==> src/rtl/alu_pkg.sv <==
package alu_pkg;

    localparam int DataWidth = 32;

    typedef enum logic [3:0] {
        ACT_MOV = 4'd0,
        ACT_ADD = 4'd1,
        ACT_SUB = 4'd2,
        ACT_MUL = 4'd3,
        ACT_DIV = 4'd4,
        ACT_CMP = 4'd5,
        ACT_AND = 4'd6,
        ACT_OR  = 4'd7,
        ACT_XOR = 4'd8,
        ACT_NOT = 4'd9,
        ACT_SHL = 4'd10,
        ACT_SHR = 4'd11,
        ACT_SAR = 4'd12
    } action_t;

    // classified item passed from front to back
    typedef struct packed {
        logic [3:0]           action;
        logic [DataWidth-1:0] a;
        logic [DataWidth-1:0] b;
        logic                 is_div;
        logic                 div_zero;
        logic                 div_ovf;
        logic                 known;
    } op_t;

    typedef struct packed {
        logic [DataWidth-1:0] result;
        logic                 result_valid;
        logic [DataWidth-1:0] remainder;
        logic                 remainder_valid;
        logic [3:0]           flags;
        logic                 divide_by_zero;
    } res_t;

endpackage

==> src/rtl/alu_front.sv <==
module alu_front import alu_pkg::*; (
    input  logic                 aclk,
    input  logic                 aresetn,
    input  logic                 s_valid,
    output logic                 s_ready,
    input  logic [3:0]           s_action,
    input  logic [DataWidth-1:0] s_operand_a,
    input  logic [DataWidth-1:0] s_operand_b,
    output logic                 q_valid,
    input  logic                 q_ready,
    output op_t                  q_op
);

    localparam logic [DataWidth-1:0] MinVal = {1'b1, {(DataWidth-1){1'b0}}};

    op_t  slot_reg [2];
    logic wr_ptr_reg, rd_ptr_reg;
    logic [1:0] cnt_reg;
    op_t  cls;
    logic push, pop;

    // classify incoming item
    always_comb begin
        cls.action   = s_action;
        cls.a        = s_operand_a;
        cls.b        = s_operand_b;
        cls.is_div   = (s_action == ACT_DIV);
        cls.div_zero = (s_operand_b == '0);
        cls.div_ovf  = (s_operand_a == MinVal) && (s_operand_b == '1);
        cls.known    = (s_action <= ACT_SAR);
    end

    assign s_ready = (cnt_reg != 2'd2);
    assign q_valid = (cnt_reg != 2'd0);
    assign q_op    = slot_reg[rd_ptr_reg];
    assign push    = s_valid && s_ready;
    assign pop     = q_valid && q_ready;

    // two-entry queue
    always_ff @(posedge aclk) begin
        if (!aresetn) begin
            wr_ptr_reg <= 1'b0;
            rd_ptr_reg <= 1'b0;
            cnt_reg    <= 2'd0;
        end else begin
            if (push) begin
                slot_reg[wr_ptr_reg] <= cls;
                wr_ptr_reg <= ~wr_ptr_reg;
            end
            if (pop) rd_ptr_reg <= ~rd_ptr_reg;
            cnt_reg <= cnt_reg + {1'b0, push} - {1'b0, pop};
        end
    end

endmodule

==> src/rtl/alu_back.sv <==
module alu_back import alu_pkg::*; (
    input  logic aclk,
    input  logic aresetn,
    input  logic q_valid,
    output logic q_ready,
    input  op_t  q_op,
    output logic r_valid,
    input  logic r_ready,
    output res_t r_res
);

    localparam int CntW = $clog2(DataWidth + 1);
    localparam logic [DataWidth-1:0] MinVal = {1'b1, {(DataWidth-1){1'b0}}};

    typedef enum logic [1:0] {ST_IDLE, ST_DIV, ST_MUL, ST_OUT} state_t;

    state_t state_reg;
    op_t    op_reg;
    logic [3:0] flags_reg;
    res_t   res_reg;
    logic [DataWidth-1:0] rem_reg, quo_reg, div_mag_reg;
    logic [CntW-1:0] cnt_reg;
    logic [2*DataWidth-1:0] prod_reg;

    logic [DataWidth-1:0] a, b, r;
    logic [DataWidth:0]   sum, dif, trial;
    logic c, v, rv;
    logic [DataWidth-1:0] q_fin, rm_fin;
    logic signed [2*DataWidth-1:0] prod_s;

    assign a = op_reg.a;
    assign b = op_reg.b;
    assign sum = {1'b0, a} + {1'b0, b};
    assign dif = {1'b0, a} - {1'b0, b};
    assign trial = {rem_reg, quo_reg[DataWidth-1]} - {1'b0, div_mag_reg};
    assign q_fin  = (a[DataWidth-1] ^ b[DataWidth-1]) ? -quo_reg : quo_reg;
    assign rm_fin = a[DataWidth-1] ? -rem_reg : rem_reg;
    assign prod_s = $signed(prod_reg);

    // simple ops: combinational result and carry/overflow
    always_comb begin
        logic sh_in, sh_c;
        logic [DataWidth-1:0] amt;
        amt   = b;
        sh_in = ($signed(b) >= 0) && (b < DataWidth);
        sh_c  = ($signed(b) >= 1) && (b <= DataWidth);
        r = '0; c = 1'b0; v = 1'b0; rv = 1'b1;
        case (op_reg.action)
            ACT_MOV: r = b;
            ACT_ADD: begin
                r = sum[DataWidth-1:0];
                c = sum[DataWidth];
                v = (a[DataWidth-1] == b[DataWidth-1]) && (r[DataWidth-1] != a[DataWidth-1]);
            end
            ACT_SUB, ACT_CMP: begin
                r = dif[DataWidth-1:0];
                c = dif[DataWidth];
                v = (a[DataWidth-1] != b[DataWidth-1]) && (r[DataWidth-1] != a[DataWidth-1]);
                rv = (op_reg.action == ACT_SUB);
            end
            ACT_AND: r = a & b;
            ACT_OR:  r = a | b;
            ACT_XOR: r = a ^ b;
            ACT_NOT: r = ~b;
            ACT_SHL: begin
                r = sh_in ? (a << amt) : '0;
                if (sh_c) begin
                    c = a[DataWidth - amt];
                    v = a[DataWidth-1] ^ r[DataWidth-1];
                end
            end
            ACT_SHR, ACT_SAR: begin
                if (op_reg.action == ACT_SAR)
                    r = sh_in ? DataWidth'($signed(a) >>> amt) : {DataWidth{a[DataWidth-1]}};
                else
                    r = sh_in ? (a >> amt) : '0;
                if (sh_c) c = a[amt - 1];
            end
            default: rv = 1'b0;
        endcase
    end

    assign q_ready = (state_reg == ST_IDLE);
    assign r_valid = (state_reg == ST_OUT);
    assign r_res   = res_reg;

    // sequencer: one quotient bit per cycle for DIV; the MUL product is registered on capture
    always_ff @(posedge aclk) begin
        if (!aresetn) begin
            state_reg <= ST_IDLE;
            flags_reg <= 4'd0;
        end else begin
            case (state_reg)
                ST_IDLE: if (q_valid) begin
                    op_reg <= q_op;
                    prod_reg <= $signed(q_op.a) * $signed(q_op.b);
                    if (q_op.action == ACT_MUL) state_reg <= ST_MUL;
                    else if (q_op.is_div && !q_op.div_zero && !q_op.div_ovf) begin
                        rem_reg     <= '0;
                        quo_reg     <= q_op.a[DataWidth-1] ? -q_op.a : q_op.a;
                        div_mag_reg <= q_op.b[DataWidth-1] ? -q_op.b : q_op.b;
                        cnt_reg     <= CntW'(DataWidth);
                        state_reg   <= ST_DIV;
                    end else begin
                        // other ops, DIV by zero or overflow included, finish via the ST_MUL path
                        state_reg <= ST_MUL;
                    end
                end
                ST_MUL: begin
                    res_reg.remainder       <= '0;
                    res_reg.remainder_valid <= 1'b0;
                    res_reg.divide_by_zero  <= 1'b0;
                    if (op_reg.action == ACT_MUL) begin
                        res_reg.result       <= prod_reg[DataWidth-1:0];
                        res_reg.result_valid <= 1'b1;
                        res_reg.flags <= {prod_reg[DataWidth-1], prod_reg[DataWidth-1:0] == '0,
                            {2{prod_s != (2*DataWidth)'($signed(prod_reg[DataWidth-1:0]))}}};
                        flags_reg <= {prod_reg[DataWidth-1], prod_reg[DataWidth-1:0] == '0,
                            {2{prod_s != (2*DataWidth)'($signed(prod_reg[DataWidth-1:0]))}}};
                    end else if (op_reg.is_div) begin
                        res_reg.divide_by_zero <= op_reg.div_zero;
                        res_reg.result <= op_reg.div_zero ? '0 : MinVal;
                        res_reg.result_valid <= !op_reg.div_zero;
                        res_reg.remainder_valid <= !op_reg.div_zero;
                        if (op_reg.div_zero) res_reg.flags <= flags_reg;
                        else begin
                            res_reg.flags <= 4'b1001;
                            flags_reg     <= 4'b1001;
                        end
                    end else if (op_reg.known) begin
                        res_reg.result       <= r;
                        res_reg.result_valid <= rv;
                        res_reg.flags <= {r[DataWidth-1], r == '0, c, v};
                        flags_reg     <= {r[DataWidth-1], r == '0, c, v};
                    end else begin
                        res_reg.result       <= '0;
                        res_reg.result_valid <= 1'b0;
                        res_reg.flags        <= flags_reg;
                    end
                    state_reg <= ST_OUT;
                end
                ST_DIV: begin
                    if (cnt_reg != '0) begin
                        if (!trial[DataWidth]) begin
                            rem_reg <= trial[DataWidth-1:0];
                            quo_reg <= {quo_reg[DataWidth-2:0], 1'b1};
                        end else begin
                            rem_reg <= {rem_reg[DataWidth-2:0], quo_reg[DataWidth-1]};
                            quo_reg <= {quo_reg[DataWidth-2:0], 1'b0};
                        end
                        cnt_reg <= cnt_reg - 1'b1;
                    end else begin
                        res_reg.result          <= q_fin;
                        res_reg.result_valid    <= 1'b1;
                        res_reg.remainder       <= rm_fin;
                        res_reg.remainder_valid <= 1'b1;
                        res_reg.divide_by_zero  <= 1'b0;
                        res_reg.flags <= {q_fin[DataWidth-1], q_fin == '0, 2'b00};
                        flags_reg     <= {q_fin[DataWidth-1], q_fin == '0, 2'b00};
                        state_reg <= ST_OUT;
                    end
                end
                ST_OUT: if (r_ready) state_reg <= ST_IDLE;
                default: state_reg <= ST_IDLE;
            endcase
        end
    end

endmodule

==> src/rtl/alu_with_nzcv_flags.sv <==
// Channel | valid   | ready   | payload
// input   | s_valid | s_ready | s_action, s_operand_a, s_operand_b
// result  | m_valid | m_ready | m_result ... m_divide_by_zero
// Most items pass ST_MUL and ST_OUT in the back end; DIV runs through ST_DIV (one
// quotient bit per cycle in the shift-subtract divider), which sets the worst-case rate.
// A two-entry queue lets the front keep accepting while the back is busy.
// aresetn is synchronous, active low; it clears the flags to zero.
// The result holds in its register while m_ready is low.
module alu_with_nzcv_flags import alu_pkg::*; (
    input  logic                 aclk,
    input  logic                 aresetn,
    input  logic                 s_valid,
    output logic                 s_ready,
    input  logic [3:0]           s_action,
    input  logic [DataWidth-1:0] s_operand_a,
    input  logic [DataWidth-1:0] s_operand_b,
    output logic                 m_valid,
    input  logic                 m_ready,
    output logic [DataWidth-1:0] m_result,
    output logic                 m_result_valid,
    output logic [DataWidth-1:0] m_remainder,
    output logic                 m_remainder_valid,
    output logic                 m_flag_n,
    output logic                 m_flag_z,
    output logic                 m_flag_c,
    output logic                 m_flag_v,
    output logic                 m_divide_by_zero
);

    logic q_valid, q_ready;
    op_t  q_op;
    res_t res;

    alu_front u_front (
        .aclk, .aresetn, .s_valid, .s_ready, .s_action, .s_operand_a, .s_operand_b,
        .q_valid, .q_ready, .q_op
    );

    alu_back u_back (
        .aclk, .aresetn, .q_valid, .q_ready, .q_op,
        .r_valid(m_valid), .r_ready(m_ready), .r_res(res)
    );

    assign m_result          = res.result;
    assign m_result_valid    = res.result_valid;
    assign m_remainder       = res.remainder;
    assign m_remainder_valid = res.remainder_valid;
    assign {m_flag_n, m_flag_z, m_flag_c, m_flag_v} = res.flags;
    assign m_divide_by_zero  = res.divide_by_zero;

endmodule

==> config.mk <==
export PLATFORM = sky130hd
export DESIGN_NAME = alu_with_nzcv_flags
export DESIGN_NICKNAME = d
export VERILOG_FILES = /design/src/rtl/alu_pkg.sv /design/src/rtl/alu_front.sv /design/src/rtl/alu_back.sv /design/src/rtl/alu_with_nzcv_flags.sv
export SDC_FILE = /design/constraint.sdc
export NUM_CORES = 2
export LEC_CHECK = 0
export ABC_AREA = 1
export BUFFER_PORTS_ARGS = -buffer_cell sky130_fd_sc_hd__buf_2
export CORE_ASPECT_RATIO = 0.9
export CORE_MARGIN = 2
export CORE_UTILIZATION = 59
export DETAILED_ROUTE_END_ITERATION = 6
export PLACE_DENSITY = 0.83
export RECOVER_POWER = 100
export SETUP_SLACK_MARGIN = 0.15
export SYNTH_ARGS = -nofsm -noshare
export SYNTH_HDL_FRONTEND = slang
export SYNTH_HIERARCHICAL = 1
export SYNTH_SLANG_ARGS = --single-unit
export TNS_END_PERCENT = 50
==> constraint.sdc <==
create_clock -name aclk -period 25.3 [get_ports aclk]
set_input_delay 1.265 -clock aclk [delete_from_list [all_inputs] [get_ports aclk]]
set_output_delay 1.265 -clock aclk [all_outputs]
set_load 0.02 [all_outputs]
-- Word level (Yosys, flattened, before mapping)
Memory sizes are Yosys's and may differ from the RTL's. A register that Yosys moved wholly into a read port is not among the register bits.
Cells that the tools add are included.
- bits of input ports: 72
- word-level logic and storage cells: 180
- memories kept: 1
- memory bits (read-only): 0
- bits in latches: 0
- flip-flop bits (word level): 318
- bits in writable memories: 144
- output and inout port bits: 73
- memory list (memory ; words ; bits a word ; read ports ; clocked after Yosys merged registers in ; wr ports ; line ; text):
    u_front.slot_reg ; 2 ; 72 ; 1 ; 1 ; 1 ; alu_front.sv:16 ; op_t slot_reg [2];
- reduce and logical (&&, ||, !) cells: 31
- multiplexer cells: 63
- $lt $le $gt $ge: 7
- bitwise operators: 9
- add/sub/neg operators: 12
- equal/unequal tests: 30
- divide/modulo/power cells: 0
- shifts and indexed selects: 3
- $mul: 1
- operators with widths (operator ; count):
    $mux W32 ; 17
    $pmux W32 S9 ; 1
    $pmux W71 S2 ; 1
    $logic_not A32 Y1 ; 4
    $neg A32 Y32 ; 4
    $pmux W32 S2 ; 2
    $mux W33 ; 3
    $lt A32 B6 Y1 const B ; 3
    $mux W71 ; 1
    $eq A32 B32 Y1 const B ; 2
    $mul A32 B32 Y64 ; 1
    $add A32 B32 Y33 ; 1
    $sub A32 B32 Y33 ; 1
    $sub A33 B32 Y33 ; 1
    $and A32 B32 Y32 ; 1
    $ge A32 B1 Y1 const B ; 1
    $ge A32 B2 Y1 const B ; 1
    $le A32 B6 Y1 const B ; 1
    $ne A32 B1 Y1 ; 1
    $not A32 Y32 ; 1
    $or A32 B32 Y32 ; 1
    $shl A32 B32 Y32 ; 1
    $shr A32 B32 Y32 ; 1
    $sshr A32 B32 Y32 ; 1
    other kinds (43) ; 104

-- Depth between registers and ports, before layout
- word-level depth: 10
- gate-level depth with buffers: 39
- depth with buffers taken out: 35

-- By module
Netlist, hierarchy kept.
- modules (own cells, without submodules) (module ; area each (µm²) ; cells each ; times used):
    alu_back ; 64483.1 ; 8484 ; 1
    alu_front ; 6238.5 ; 372 ; 1

-- Worst setup path before layout
OpenSTA, ideal clock, no wires.
- path kind: input port to flip-flop
- start point: input port aresetn
- end point: register u_back.div_mag_reg[0] (enable)
- data arrival time: 12114 ps
- library setup time: 392 ps
- slack: 12794 ps
- stages on the path: 3
- cells stage by stage: clkinv_1 nor3_1 and2_1
- longest elaborated chain between the ends: 1
- RTL lines (what ; line ; text):
    start, declared ; alu_with_nzcv_flags.sv:11 ; input logic aresetn,
    $reduce_and A5 Y1 (no source line) ; - ;
    end signal, assigned ; alu_back.sv:101 ; div_mag_reg <= q_op.b[DataWidth-1] ? -q_op.b : q_op.b;
    end, declared ; alu_back.sv:21 ; logic [DataWidth-1:0] rem_reg, quo_reg, div_mag_reg;
Every way passes these cells.
A chain may end at the register's enable or synchronous reset.

==> results.toml <==
[placed_design]
io_buffers = 144
pre_cts_slack_ns = 15.67
gp_congestion = 1.22
dp_hpwl_um = 193000

[outcome]
violations = "design-rule violations, max-capacitance violations, max-slew violations"
status = "finished, violations left"

[grt]
gr-total-overflow = 0
grt_max_degree = 97
grt_pass1_wl_um = 384000
antenna_found_initial = 11
grt_usage = 0.419
grt_pass1_vias = 63300

[timing]
hold_violations = 0
worst_pin_slew_ns = 4.39
setup_slack_ns = 11.49
rsz0062_at_grt = "no"
tns_ns = 0
fin_crit_sh = 0.546
slew_viol_final = 2760
fmax_mhz = 72.4
slew_headroom = -1.93
fin_worst_skew_ns = 0.0452
setup_viol = 0
fin_crit_ns = 13.81

[hold_path]
min_to = "u_front/rd_ptr_reg"
hold_path.class = "flip-flop to flip-flop"
worstHoldStart = "u_front/rd_ptr_reg"
min_path_cells = 1

[cells_and_area]
syn2layout_area_growth_pct = 3.72
final.fill_count = 10200
regArea_mm2 = 0.0138
drive_gt1_frac = 0.0210
largest_reg_flops = 144
fin_nets = 10200
multi_input_area_mm2 = 0.0473
layout_common_cells = "nand2_1 (2128), inv_1 (1975), fa_1 (1085)"
final_core_util = 0.617
mostFrequentLayoutCell = "nand2_1"

[clock_tree]
cts_tree = "built"
clk_pin_slew_ns = 0.06
htreeDepth = 2
clock_sinks = 463
postCtsSetupRepairBufs = 0
postCtsHoldBufs = 0
numCtsBuffers = 51
clk_latency_ns = 0.68
root_buffer = "clkbuf_16"
cts.repair.resized = 0
clk_path_buf_depth = 3

[die]
io_pins = 145
coreArea_mm2 = 0.119
die_x_um = 369
die-area_mm2 = 0.123
initial_utilization = 0.595
die_h_um = 332
num_rows = 120

[setup_path]
startpoint_type = "flip-flop"
critPathRequiredTime_ns = 25.70
reg2reg_depth = 31
slowest_stage = "clkbuf_1"
crit_type = "flip-flop to flip-flop"
cp_common_cell = "fa_1"
cp.arrival_ns = 14.22
cp-end-kind = "flip-flop"
max_stage_delay_ns = 2.57
r2r_slack_ns = 11.49
reg2reg_to = "u_back/prod_reg[58]"
cp_max_fo = 56

[routing]
first_pass_iters = 7
num_vias = 63000
wl_per_cell_um = 25.0
antenna_left = 0
routed_wl_um = 258000
viasPerCell = 6.11
drc = 5
drt_iter0_drc = 9378

[synth]
synth.distinct_cells = 72
synth.net_count = 10300
synth_edf_count = 452
netlist_area_mm2 = 0.0707
synthCells = 8856
syn_avg_cell_area_um2 = 7.99
ys.flop_type = "edfxtp_1"
ys_ff_latch = 463
ys_async_sr_fraction = 0
yosysWarningCount = 6
synth_sequential_area_ratio = 0.195

[flow_run]
drv_cap = 67
-- logic make-up (layout without fill, tap and decap cells) --
| kind of cell | Yosys count | in the layout | share of synthesized area |
|---|---|---|---|
| adder cells (fa/ha/maj) | 1410 | 1410 | 0.365 |
| other | 0 | 7 | 0 |
| multiplexers | 72 | 72 | 0.0152 |
| buffers and inverters | 2426 | 2294 | 0.132 |
| XOR/XNOR | 184 | 184 | 0.0228 |
| AND/OR/NAND/NOR | 3326 | 3326 | 0.192 |
| AO/OA/AOI/OAI | 975 | 975 | 0.0786 |
| flip-flops | 463 | 463 | 0.195 |
-- through the flow --
step / instances / instance area [µm²] / hold slack (ns)
floorplan: 8856 / 70700 / 0.425
global placement: 10200 / 72100 / 0.433
detailed placement: 10200 / 72100 / 0.441
CTS: 10300 / 73900 / 0.455
global route: 10300 / 73300 / 0.510
finish: 10300 / 73400 / 0.460
-- layer usage --
layer  global-route usage  wire length [µm]  vias up
li1                     -                 -    26700
met1                0.534             91200    30100
met2                0.612            108000     5044
met3                0.140             37500     1197
met4                0.271             21900        8
met5                    0               105        -
-- critical path, delay by kind of cell (launching register included) --
| kind | cells | cell delay [ns] |
|---|---|---|
| xor+xnor | 1 | 0.15 |
| simple gates | 7 | 0.85 |
| fa+ha+maj | 9 | 4.51 |
| buf+inv | 7 | 5.31 |
| compound gates | 6 | 1.33 |
| mux | 1 | 0.39 |
| flops | 1 | 0.91 |
-- synth_stat cells (all sizes together), types with 19 or more instances --
cell type | n | share of area
nor3 | 83 | 0.0061
a31oi | 41 | 0.0036
ha | 325 | 0.057
o22ai | 36 | 0.0032
edfxtp | 452 | 0.19
buf | 129 | 0.010
xnor2 | 61 | 0.0076
inv | 1980 | 0.11
o211ai | 22 | 0.0023
a21oi | 371 | 0.027
nor2 | 582 | 0.032
nand4 | 64 | 0.0057
o221ai | 19 | 0.0024
nor4 | 26 | 0.0025
nand2 | 2131 | 0.11
fa | 1085 | 0.31
o21ai | 349 | 0.025
nand3 | 396 | 0.028
xor2 | 123 | 0.015
a221oi | 23 | 0.0028
mux2 | 72 | 0.015
clkbuf | 307 | 0.016
-- final cells by class --
class | count | share of cell area
multi-input cells | 5967 | 0.645
flip-flops and latches | 463 | 0.188
inverters | 1990 | 0.102
well taps | 1586 | 0.0271
clock buffers | 55 | 0.0176
repair buffers | 209 | 0.0128
clock inverters | 40 | 0.00751
diodes | 7 | 0.000239
-- worst max-delay path by stage --
stage | start | endpoint | cells after the start
2_1_floorplan | aresetn | u_back/div_mag_reg[0] | 3
3_3_place_gp | flip-flop | u_back/prod_reg[61] | 25
3_5_place_dp | flip-flop | u_back/prod_reg[63] | 27
4_1_cts | flip-flop | u_back/prod_reg[63] | 27
5_1_grt | flip-flop | u_back/prod_reg[63] | 26
6_report | flip-flop | u_back/prod_reg[58] | 31
Power is left out: the tool's default activity adds up to more than one toggle a clock period on the data nets, which glitch-free logic cannot reach.
